## src/hw/rtl/eca_pkg.sv

```systemverilog
// Shared types and constants of the energy-weighted centroid table.
package eca_pkg;

   localparam int unsigned SUM_W = 40;
   localparam int unsigned CNT_W = 32;
   localparam int unsigned POS_W = 24;
   localparam int unsigned NRG_W = 24;
   localparam int unsigned KEY_W = 32;
   localparam int unsigned PROD_W = 64;

   localparam int unsigned MUL_STEPS = 24;
   localparam int unsigned DIV_STEPS = 64;

   localparam logic [SUM_W-1:0] SUM_MAX = '1;
   localparam logic [CNT_W-1:0] CNT_MAX = '1;
   localparam logic [POS_W-1:0] POS_MAX = 24'h7FFFFF;
   localparam logic [POS_W-1:0] POS_MIN = 24'h800000;

   typedef struct packed {
      logic signed [KEY_W-1:0] particle_code;
      logic [NRG_W-1:0] energy_deposit;
      logic signed [POS_W-1:0] position_x;
      logic signed [POS_W-1:0] position_y;
      logic signed [POS_W-1:0] position_z;
   } req_type;

   typedef struct packed {
      logic [SUM_W-1:0] total_energy;
      logic [CNT_W-1:0] total_hit_count;
      logic [SUM_W-1:0] entry_energy;
      logic [CNT_W-1:0] entry_hit_count;
      logic signed [POS_W-1:0] centroid_x;
      logic signed [POS_W-1:0] centroid_y;
      logic signed [POS_W-1:0] centroid_z;
      logic table_full_drop;
   } rsp_type;

endpackage

```

## src/hw/rtl/energy_weighted_centroid_table.sv

```systemverilog
// Top level: hit lookup table, grand totals and centroid sequencing.
// One item at a time. After start is taken, busy stays high while the table is scanned
// (one key per cycle from the key memory), the entry is read, and, unless the new energy
// sum is zero, the shared centroid unit runs once per axis (24 multiply steps and 64 divide
// steps each). When the table is full and the code is not in it, the item ends after the
// scan. The result appears for one cycle with rsp_strobe and must be taken then; busy is
// already low in that cycle, so the next item may start.
module energy_weighted_centroid_table #(
   parameter int TABLE_ENTRIES = 16
) (
   input  logic clock,
   input  logic reset,
   input  logic start,
   output logic busy,
   input  eca_pkg::req_type req_item,
   output logic rsp_strobe,
   output eca_pkg::rsp_type rsp_item
);

   localparam int IDXW = (TABLE_ENTRIES > 1) ? $clog2(TABLE_ENTRIES) : 1;

   typedef struct packed {
      logic [eca_pkg::SUM_W-1:0] sum;
      logic [eca_pkg::CNT_W-1:0] count;
      logic [eca_pkg::POS_W-1:0] cx;
      logic [eca_pkg::POS_W-1:0] cy;
      logic [eca_pkg::POS_W-1:0] cz;
   } ent_type;

   typedef enum logic [2:0] {
      S_IDLE, S_SCAN, S_READ, S_LOAD, S_CALC, S_WAIT, S_WRITE
   } state_type;

   state_type state_ff;
   eca_pkg::req_type req_ff;
   logic [eca_pkg::SUM_W-1:0] grand_e_ff;
   logic [eca_pkg::CNT_W-1:0] grand_n_ff;
   logic [TABLE_ENTRIES-1:0] valid_ff;
   logic [IDXW:0] scan_ff;
   logic cmp_vld_ff;
   logic [IDXW-1:0] cmp_idx_ff;
   logic [eca_pkg::KEY_W-1:0] key_rd_ff;
   logic hit_ff, free_ff;
   logic [IDXW-1:0] hit_idx_ff, free_idx_ff, sel_ff;
   logic fresh_ff;
   ent_type ent_rd_ff;
   logic [eca_pkg::SUM_W-1:0] old_sum_ff, new_sum_ff;
   logic [eca_pkg::CNT_W-1:0] new_cnt_ff;
   logic [eca_pkg::POS_W-1:0] old_cx_ff, old_cy_ff, old_cz_ff;
   logic [eca_pkg::POS_W-1:0] new_cx_ff, new_cy_ff, new_cz_ff;
   logic [1:0] axis_ff;
   logic wv_start_ff;
   logic rsp_strobe_ff;
   eca_pkg::rsp_type rsp_ff;

   logic [eca_pkg::KEY_W-1:0] key_mem [TABLE_ENTRIES];
   ent_type ent_mem [TABLE_ENTRIES];

   logic cmp_match_in, cmp_free_in, hit_in, free_in;
   logic [IDXW-1:0] hit_idx_in, free_idx_in;
   logic [eca_pkg::SUM_W:0] grand_sum_in, ent_sum_in;
   ent_type old_in;
   logic [eca_pkg::SUM_W-1:0] new_sum_in;
   logic [eca_pkg::POS_W-1:0] wv_old_c, wv_pos;
   logic wv_done;
   logic [eca_pkg::POS_W-1:0] wv_result;

   always_comb begin
      cmp_match_in = cmp_vld_ff && valid_ff[cmp_idx_ff] && (key_rd_ff == req_ff.particle_code);
      cmp_free_in = cmp_vld_ff && !valid_ff[cmp_idx_ff];
      hit_in = hit_ff || cmp_match_in;
      free_in = free_ff || cmp_free_in;
      hit_idx_in = (!hit_ff && cmp_match_in) ? cmp_idx_ff : hit_idx_ff;
      free_idx_in = (!free_ff && cmp_free_in) ? cmp_idx_ff : free_idx_ff;
      grand_sum_in = {1'b0, grand_e_ff} + {17'd0, req_item.energy_deposit};
      old_in = fresh_ff ? '0 : ent_rd_ff;
      ent_sum_in = {1'b0, old_in.sum} + {17'd0, req_ff.energy_deposit};
      new_sum_in = ent_sum_in[eca_pkg::SUM_W] ? eca_pkg::SUM_MAX
                                               : ent_sum_in[eca_pkg::SUM_W-1:0];
      case (axis_ff)
         2'd0: begin
            wv_old_c = old_cx_ff;
            wv_pos = req_ff.position_x;
         end
         2'd1: begin
            wv_old_c = old_cy_ff;
            wv_pos = req_ff.position_y;
         end
         default: begin
            wv_old_c = old_cz_ff;
            wv_pos = req_ff.position_z;
         end
      endcase
   end

   eca_wavg u_wavg (
      .clock   (clock),
      .reset   (reset),
      .start   (wv_start_ff),
      .old_sum (old_sum_ff),
      .old_c   (wv_old_c),
      .nrg     (req_ff.energy_deposit),
      .pos     (wv_pos),
      .new_sum (new_sum_ff),
      .done    (wv_done),
      .result  (wv_result)
   );

   // Table memories: one read port each, registered, and one write port.
   always_ff @(posedge clock) begin
      if (state_ff == S_SCAN && scan_ff < (IDXW+1)'(TABLE_ENTRIES)) begin
         key_rd_ff <= key_mem[scan_ff[IDXW-1:0]];
      end
      if (state_ff == S_READ) begin
         ent_rd_ff <= ent_mem[sel_ff];
      end
      if (state_ff == S_WRITE) begin
         key_mem[sel_ff] <= req_ff.particle_code;
         ent_mem[sel_ff] <= {new_sum_ff, new_cnt_ff, new_cx_ff, new_cy_ff, new_cz_ff};
      end
   end

   always_ff @(posedge clock) begin
      if (reset) begin
         state_ff <= S_IDLE;
         grand_e_ff <= '0;
         grand_n_ff <= '0;
         valid_ff <= '0;
         cmp_vld_ff <= 1'b0;
         wv_start_ff <= 1'b0;
         rsp_strobe_ff <= 1'b0;
      end else begin
         rsp_strobe_ff <= 1'b0;
         wv_start_ff <= 1'b0;
         unique case (state_ff)
            S_IDLE: begin
               if (start) begin
                  req_ff <= req_item;
                  grand_e_ff <= grand_sum_in[eca_pkg::SUM_W] ? eca_pkg::SUM_MAX
                                                            : grand_sum_in[eca_pkg::SUM_W-1:0];
                  if (grand_n_ff != eca_pkg::CNT_MAX) begin
                     grand_n_ff <= grand_n_ff + 1'b1;
                  end
                  scan_ff <= '0;
                  cmp_vld_ff <= 1'b0;
                  hit_ff <= 1'b0;
                  free_ff <= 1'b0;
                  state_ff <= S_SCAN;
               end
            end
            S_SCAN: begin
               // The key read in the previous cycle is compared in this one.
               hit_ff <= hit_in;
               free_ff <= free_in;
               hit_idx_ff <= hit_idx_in;
               free_idx_ff <= free_idx_in;
               if (scan_ff < (IDXW+1)'(TABLE_ENTRIES)) begin
                  cmp_idx_ff <= scan_ff[IDXW-1:0];
                  cmp_vld_ff <= 1'b1;
                  scan_ff <= scan_ff + 1'b1;
               end else begin
                  cmp_vld_ff <= 1'b0;
                  if (hit_in) begin
                     sel_ff <= hit_idx_in;
                     fresh_ff <= 1'b0;
                     state_ff <= S_READ;
                  end else if (free_in) begin
                     sel_ff <= free_idx_in;
                     fresh_ff <= 1'b1;
                     state_ff <= S_READ;
                  end else begin
                     rsp_ff <= '{total_energy: grand_e_ff, total_hit_count: grand_n_ff,
                                 entry_energy: '0, entry_hit_count: '0, centroid_x: '0,
                                 centroid_y: '0, centroid_z: '0, table_full_drop: 1'b1};
                     rsp_strobe_ff <= 1'b1;
                     state_ff <= S_IDLE;
                  end
               end
            end
            S_READ: begin
               state_ff <= S_LOAD;
            end
            S_LOAD: begin
               old_sum_ff <= old_in.sum;
               new_sum_ff <= new_sum_in;
               new_cnt_ff <= (old_in.count == eca_pkg::CNT_MAX) ? eca_pkg::CNT_MAX
                                                              : old_in.count + 1'b1;
               old_cx_ff <= old_in.cx;
               old_cy_ff <= old_in.cy;
               old_cz_ff <= old_in.cz;
               new_cx_ff <= old_in.cx;
               new_cy_ff <= old_in.cy;
               new_cz_ff <= old_in.cz;
               axis_ff <= 2'd0;
               state_ff <= (new_sum_in != '0) ? S_CALC : S_WRITE;
            end
            S_CALC: begin
               wv_start_ff <= 1'b1;
               state_ff <= S_WAIT;
            end
            S_WAIT: begin
               if (wv_done) begin
                  case (axis_ff)
                     2'd0: new_cx_ff <= wv_result;
                     2'd1: new_cy_ff <= wv_result;
                     default: new_cz_ff <= wv_result;
                  endcase
                  if (axis_ff == 2'd2) begin
                     state_ff <= S_WRITE;
                  end else begin
                     axis_ff <= axis_ff + 2'd1;
                     state_ff <= S_CALC;
                  end
               end
            end
            S_WRITE: begin
               valid_ff[sel_ff] <= 1'b1;
               rsp_ff <= '{total_energy: grand_e_ff, total_hit_count: grand_n_ff,
                           entry_energy: new_sum_ff, entry_hit_count: new_cnt_ff,
                           centroid_x: new_cx_ff, centroid_y: new_cy_ff,
                           centroid_z: new_cz_ff, table_full_drop: 1'b0};
               rsp_strobe_ff <= 1'b1;
               state_ff <= S_IDLE;
            end
            default: state_ff <= S_IDLE;
         endcase
      end
   end

   assign busy = (state_ff != S_IDLE);
   assign rsp_strobe = rsp_strobe_ff;
   assign rsp_item = rsp_ff;

   a_start_busy: assert property (@(posedge clock) disable iff (reset)
      start && !busy |=> busy) else $error("accepted item did not raise busy");

   a_one_strobe: assert property (@(posedge clock) disable iff (reset)
      rsp_strobe |=> !rsp_strobe) else $error("result strobe held for two cycles");

   a_strobe_idle: assert property (@(posedge clock) disable iff (reset)
      rsp_strobe |-> !busy) else $error("result shown while still busy");

   a_drop_count: assert property (@(posedge clock) disable iff (reset)
      rsp_strobe && !rsp_item.table_full_drop |-> rsp_item.entry_hit_count != '0)
      else $error("updated entry shows zero hits");

   a_total_count: assert property (@(posedge clock) disable iff (reset)
      rsp_strobe |-> rsp_item.total_hit_count != '0)
      else $error("result with zero grand hit count");

endmodule

```

## src/hw/rtl/eca_wavg.sv

```systemverilog
// Weighted centroid unit: shift-add multiplies and a restoring divide, one bit per cycle.
module eca_wavg (
   input  logic clock,
   input  logic reset,
   input  logic start,
   input  logic [eca_pkg::SUM_W-1:0] old_sum,
   input  logic signed [eca_pkg::POS_W-1:0] old_c,
   input  logic [eca_pkg::NRG_W-1:0] nrg,
   input  logic signed [eca_pkg::POS_W-1:0] pos,
   input  logic [eca_pkg::SUM_W-1:0] new_sum,
   output logic done,
   output logic signed [eca_pkg::POS_W-1:0] result
);

   typedef enum logic [2:0] {S_IDLE, S_MUL, S_COMB, S_DIV, S_CLAMP} state_type;

   state_type state_ff;
   logic [5:0] cnt_ff;
   logic [eca_pkg::SUM_W:0] a_hi_ff;
   logic [eca_pkg::POS_W-1:0] a_lo_ff;
   logic [eca_pkg::NRG_W:0] b_hi_ff;
   logic [eca_pkg::POS_W-1:0] b_lo_ff;
   logic [eca_pkg::SUM_W-1:0] mca_ff;
   logic [eca_pkg::NRG_W-1:0] mcb_ff;
   logic [eca_pkg::SUM_W-1:0] div_ff;
   logic an_ff, bn_ff, neg_ff;
   logic [eca_pkg::PROD_W-1:0] qm_ff;
   logic [eca_pkg::SUM_W:0] rem_ff;
   logic done_ff;
   logic [eca_pkg::POS_W-1:0] result_ff;

   logic [eca_pkg::SUM_W:0] sa_in;
   logic [eca_pkg::NRG_W:0] sb_in;
   logic [eca_pkg::PROD_W-1:0] pa_in, pb_in;
   logic [eca_pkg::SUM_W:0] r_in;
   logic qbit_in;

   always_comb begin
      sa_in = a_hi_ff + (a_lo_ff[0] ? {1'b0, mca_ff} : '0);
      sb_in = b_hi_ff + (b_lo_ff[0] ? {1'b0, mcb_ff} : '0);
      pa_in = {a_hi_ff[eca_pkg::SUM_W-1:0], a_lo_ff};
      pb_in = {16'd0, b_hi_ff[eca_pkg::NRG_W-1:0], b_lo_ff};
      r_in = {rem_ff[eca_pkg::SUM_W-1:0], qm_ff[eca_pkg::PROD_W-1]};
      qbit_in = (r_in >= {1'b0, div_ff});
   end

   always_ff @(posedge clock) begin
      if (reset) begin
         state_ff <= S_IDLE;
         done_ff <= 1'b0;
         cnt_ff <= '0;
      end else begin
         done_ff <= 1'b0;
         unique case (state_ff)
            S_IDLE: begin
               if (start) begin
                  a_hi_ff <= '0;
                  b_hi_ff <= '0;
                  a_lo_ff <= old_c[eca_pkg::POS_W-1] ? -old_c : old_c;
                  b_lo_ff <= pos[eca_pkg::POS_W-1] ? -pos : pos;
                  an_ff <= old_c[eca_pkg::POS_W-1];
                  bn_ff <= pos[eca_pkg::POS_W-1];
                  mca_ff <= old_sum;
                  mcb_ff <= nrg;
                  div_ff <= new_sum;
                  cnt_ff <= '0;
                  state_ff <= S_MUL;
               end
            end
            S_MUL: begin
               a_hi_ff <= {1'b0, sa_in[eca_pkg::SUM_W:1]};
               a_lo_ff <= {sa_in[0], a_lo_ff[eca_pkg::POS_W-1:1]};
               b_hi_ff <= {1'b0, sb_in[eca_pkg::NRG_W:1]};
               b_lo_ff <= {sb_in[0], b_lo_ff[eca_pkg::POS_W-1:1]};
               cnt_ff <= cnt_ff + 6'd1;
               if (cnt_ff == 6'(eca_pkg::MUL_STEPS - 1)) begin
                  state_ff <= S_COMB;
               end
            end
            S_COMB: begin
               // Signed sum of the two products as sign and magnitude.
               if (an_ff == bn_ff) begin
                  qm_ff <= pa_in + pb_in;
                  neg_ff <= an_ff;
               end else if (pa_in >= pb_in) begin
                  qm_ff <= pa_in - pb_in;
                  neg_ff <= an_ff;
               end else begin
                  qm_ff <= pb_in - pa_in;
                  neg_ff <= bn_ff;
               end
               rem_ff <= '0;
               cnt_ff <= '0;
               state_ff <= S_DIV;
            end
            S_DIV: begin
               rem_ff <= qbit_in ? (r_in - {1'b0, div_ff}) : r_in;
               qm_ff <= {qm_ff[eca_pkg::PROD_W-2:0], qbit_in};
               cnt_ff <= cnt_ff + 6'd1;
               if (cnt_ff == 6'(eca_pkg::DIV_STEPS - 1)) begin
                  state_ff <= S_CLAMP;
               end
            end
            S_CLAMP: begin
               if (neg_ff) begin
                  result_ff <= (qm_ff > 64'd8388608) ? eca_pkg::POS_MIN
                                                      : -qm_ff[eca_pkg::POS_W-1:0];
               end else begin
                  result_ff <= (qm_ff > 64'd8388607) ? eca_pkg::POS_MAX
                                                      : qm_ff[eca_pkg::POS_W-1:0];
               end
               done_ff <= 1'b1;
               state_ff <= S_IDLE;
            end
            default: state_ff <= S_IDLE;
         endcase
      end
   end

   assign done = done_ff;
   assign result = result_ff;

endmodule

```

## config.mk

```make
export PLATFORM = sky130hd
export DESIGN_NAME = energy_weighted_centroid_table
export DESIGN_NICKNAME = d
export VERILOG_FILES = /design/src/hw/rtl/eca_pkg.sv /design/src/hw/rtl/energy_weighted_centroid_table.sv /design/src/hw/rtl/eca_wavg.sv
export SDC_FILE = /design/constraint.sdc
export NUM_CORES = 2
export LEC_CHECK = 0
export ABC_AREA = 1
export BUFFER_PORTS_ARGS = -buffer_cell sky130_fd_sc_hd__buf_2
export CAP_MARGIN = 5
export CORE_MARGIN = 2
export CORE_UTILIZATION = 50
export DETAILED_ROUTE_END_ITERATION = 7
export PLACE_DENSITY = 0.66
export REMOVE_ABC_BUFFERS = 1
export SYNTH_ARGS = -nofsm -noshare
export SYNTH_HDL_FRONTEND = slang
export SYNTH_SLANG_ARGS = --single-unit
```

## constraint.sdc

```tcl
create_clock -name clock -period 27.7 [get_ports clock]
set_input_delay 2.77 -clock clock [delete_from_list [all_inputs] [get_ports clock]]
set_output_delay 2.77 -clock clock [all_outputs]
set_load 0.005 [all_outputs]
```

==> metrics.md <==
| Metric | Value |
|---|---|
| Status | complete, no violations |
| Placed cell count | ~19k |
| Die width | between 500 and 600 microns |
| Cell occurring most often along the worst timing path | buf_4 |
| Clk pin slew, worst setup/hold paths | 60 ps |
| Worst setup SP type | primary input |
| Leakage power | about 0.07 uW |
| CP cell instances | buf_2 -> buf_4 -> buf_4 -> nor3_2 -> buf_4 -> buf_4 -> buf_4 |
| CP Class | primary input to flop |
| Netlist Area Pre-Place | about 0.17 sq mm |
| FF-to-FF setup slack | 22600 ps |
| Ranking of synthesized cells by area | edfxtp_1, a22oi_1, nand2_1 |
| DR vias | 117k |
| Max VDD drop | 0.0551 mV |
| Endpoint type of the worst setup path | flop |
| CTS Buf Count | 404 |
| Final Cycle Share | 20.0% |
| CP Max Fanout | 78 |
| Setup TNS | 0 ps |
| Sequential area share after synthesis | a little over two thirds |
| Half-perimeter wire length after placement | 300000 microns |
| Design area | 0.195 sq mm |
| Post-DRT Antenna Nets | 0 |
| Fin. max-slew vios | 0 |
| Synth warn | 0 |
| Io pins | 350 |
| Post-synth top flop | edfxtp_1 |
| Die area | approximately 0.35 sq mm |
| Port bufs | 349 |
| Hold WC Path Type | flop to flop |
| Slowest cell on the critical path | buf_4 |
| Final setup fails | 0 |
| Worst Path Buf+Inv | 6 |
| Worst-Skew Late Latency | 1000 ps |
| H-tree depth | 5 |
| Worst-Margin Slew | 1300 ps |
| DRC Markers | 0 |
| Nets@finish | 15.1k |
| Largest net degree at the start of global routing | 260 |
| FF+latch count, synth | a little over 4k |
| Area delta synth->final | 11.4% |
| Relative slew slack | 13.1% |
| F_max | 181 MHz |
| CP top delay family | buffers and inverters |
| Hold Fails Final Rpt | 0 |
| Initial Util | 50.4% |
| Clock buffer depth | 4 |
| Initial antenna violation count | 13 |
| RSZ-0062 raised after global routing | false |
| CTS tree | yes |
| Async SR Flop Fraction | 0% |
| Post-cts sizing count | 0 |
| Share of cells above drive strength 1 | 8.38% |
| Synth unique cells | 70 |
| Worst Path Arrival | 6070 ps |
| Max incr delay on CP | between 800 and 900 ps |
| Postcts setup bufs | 0 |
| Synth top area share | 68.2% |
| WL/cell | ~26 microns |
| Final non-filler cell total | just under 20k |
| Min Tclk post-route | 5540 ps |
| Leading area contributor after synthesis | edfxtp_1 |
| Post-CTS Hold Buffers | 0 |
| Clk_skew | 100 ps |
| Drt pass-1 iters | 8 |
| Required @ worst endpoint | 28230 ps |
| Vias in the first global route | 111k |
| Synth Area per Inst | 12.2 sq um |
| Global-route wire length before repair | approximately 740000 microns |
| Area after DPL | approximately 0.18 sq mm |
| Root buf cell | clkbuf_16 |
| Die Y | a little under 600 microns |
| WL final | 506000 microns |
| Total grt overflow | 0 |
| Total GRT Usage | 27.8% |
| Final Util | 56.1% |
| Final GP Congestion | 1.02 |
| Clock Sinks | between 4k and 5k |
| Via/cell ratio | 6.00 |
| Max-cap violation count | 0 |
| Power per cell area | 66.2 mW/mm^2 |
| Post-synth EDFFs | 3966 |
| Core Area | around 0.35 sq mm |
| Drt initial violations | roughly 15k |
| Mapped Cells | 14.3k |
| Num rows | 216 |
==> layout by cell type, fill, tap and decap left out, types with 12 or more instances in the layout <==
cell and instances:
nor4_1 45, nor2_2 18, nor3_1 110, clkinv_2 89, buf_12 20, clkbuf_1 64
o211ai_1 37, a22oi_1 1155, dfxtp_1 104, o32ai_1 74, clkinv_1 80, or2_2 21
xor2_1 205, inv_1 1294, nor2_1 1330, a21oi_1 1177, a22o_1 38, o21a_1 31
nand3_1 363, ha_1 304, or4_1 144, o221ai_1 59, edfxtp_1 3966, buf_4 135
nand4_1 72, clkinvlp_4 28, a21boi_0 12, clkbuf_16 411, o21ai_0 655, a31oi_1 63
mux2i_1 55, nand2_1 2020, buf_2 349, nor2_4 35, bufinv_16 39, xnor2_1 57
o21bai_1 37, a21o_1 28, o21ai_1 32, nand3b_1 27
==> cells in the mapped netlist, types with 67 or more instances <==
library cell  number
xor2_1           205
edfxtp_1        3966
o21ai_0          655
ha_1             306
nand4_1           72
nor3_1           114
nand2_1         2022
dfxtp_1          104
o32ai_1           74
nor2_1          1361
a21oi_1         1177
or4_1            144
inv_1           1300
clkbuf_1         497
a22oi_1         1155
nand3_1          363
buf_2             67
==> flip-flops by register name, indices dropped and copies added, names as in the netlist, 32 cells and up <==
register        cells
u_wavg.rem_ff      40
key_rd_ff          32
key_mem           512
req_ff            128
grand_e_ff         40
u_wavg.mca_ff      40
grand_n_ff         32
u_wavg.qm_ff       64
u_wavg.a_hi_ff     40
new_cnt_ff         32
ent_mem          2304
new_sum_ff         40
u_wavg.div_ff      40
ent_rd_ff         144
old_sum_ff         40
rsp_item          217
==> worst paths after layout <==
check	start	cells after the start	to
setup reg to reg	state_ff[2]	8	ent_mem[9][93]
hold / removal	old_sum_ff[25]	0	u_wavg.mca_ff[25]
hold reg to reg	old_sum_ff[25]	0	u_wavg.mca_ff[25]
setup / recovery	reset	7	rsp_item[194]
==> layer usage <==
layer	part of all wire, %	track usage, %	vias up
li1	-	-	52687
met5	0.0095	0	-
met1	41	39.9	58111
met3	9.3	4.33	796
met2	46	43.7	5580
met4	3.1	8.60	8
==> cells by family after synthesis <==
kind of cell    Yosys count  synth area share [%]
simple gates           4239                  10.2
flops                  4070                  69.4
compound gates         3444                  12.2
buf+inv                1935                  4.24
fa+ha+maj               314                  2.28
xor+xnor                263                  1.32
mux                      55                 0.315
==> stage by stage <==
stage               total power, uW  setup WS [ps]  hold slack [ps]
floorplan                      7340          -1110              400
global placement               7510          21290              401
detailed placement             7520          21220              405
CTS                           12900          22210              413
global route                  13200          22030              419
finish                        12900          22160              413
==> final cells by class <==
cell class	count	area [sq um]
fillers	28344	152000
flip-flops and latches	4070	121000
multi-input cells	8315	46300
clock buffers	485	10700
well taps	4578	5730
inverters	1316	4980
repair buffers	504	3160
clock inverters	259	2550
diodes	3	7.51
==> report_power, final <==
part | total (uW) | internal, uW | switching [uW] | leakage (uW)
logic | 571 | 171 | 401 | 0.0267
registers | 6820 | 6770 | 53.6 | 0.0368
clock network | 5480 | 3120 | 2360 | 0.00643
total | 12900 | 10100 | 2820 | 0.0699
Power figures use the tool's default switching activity.
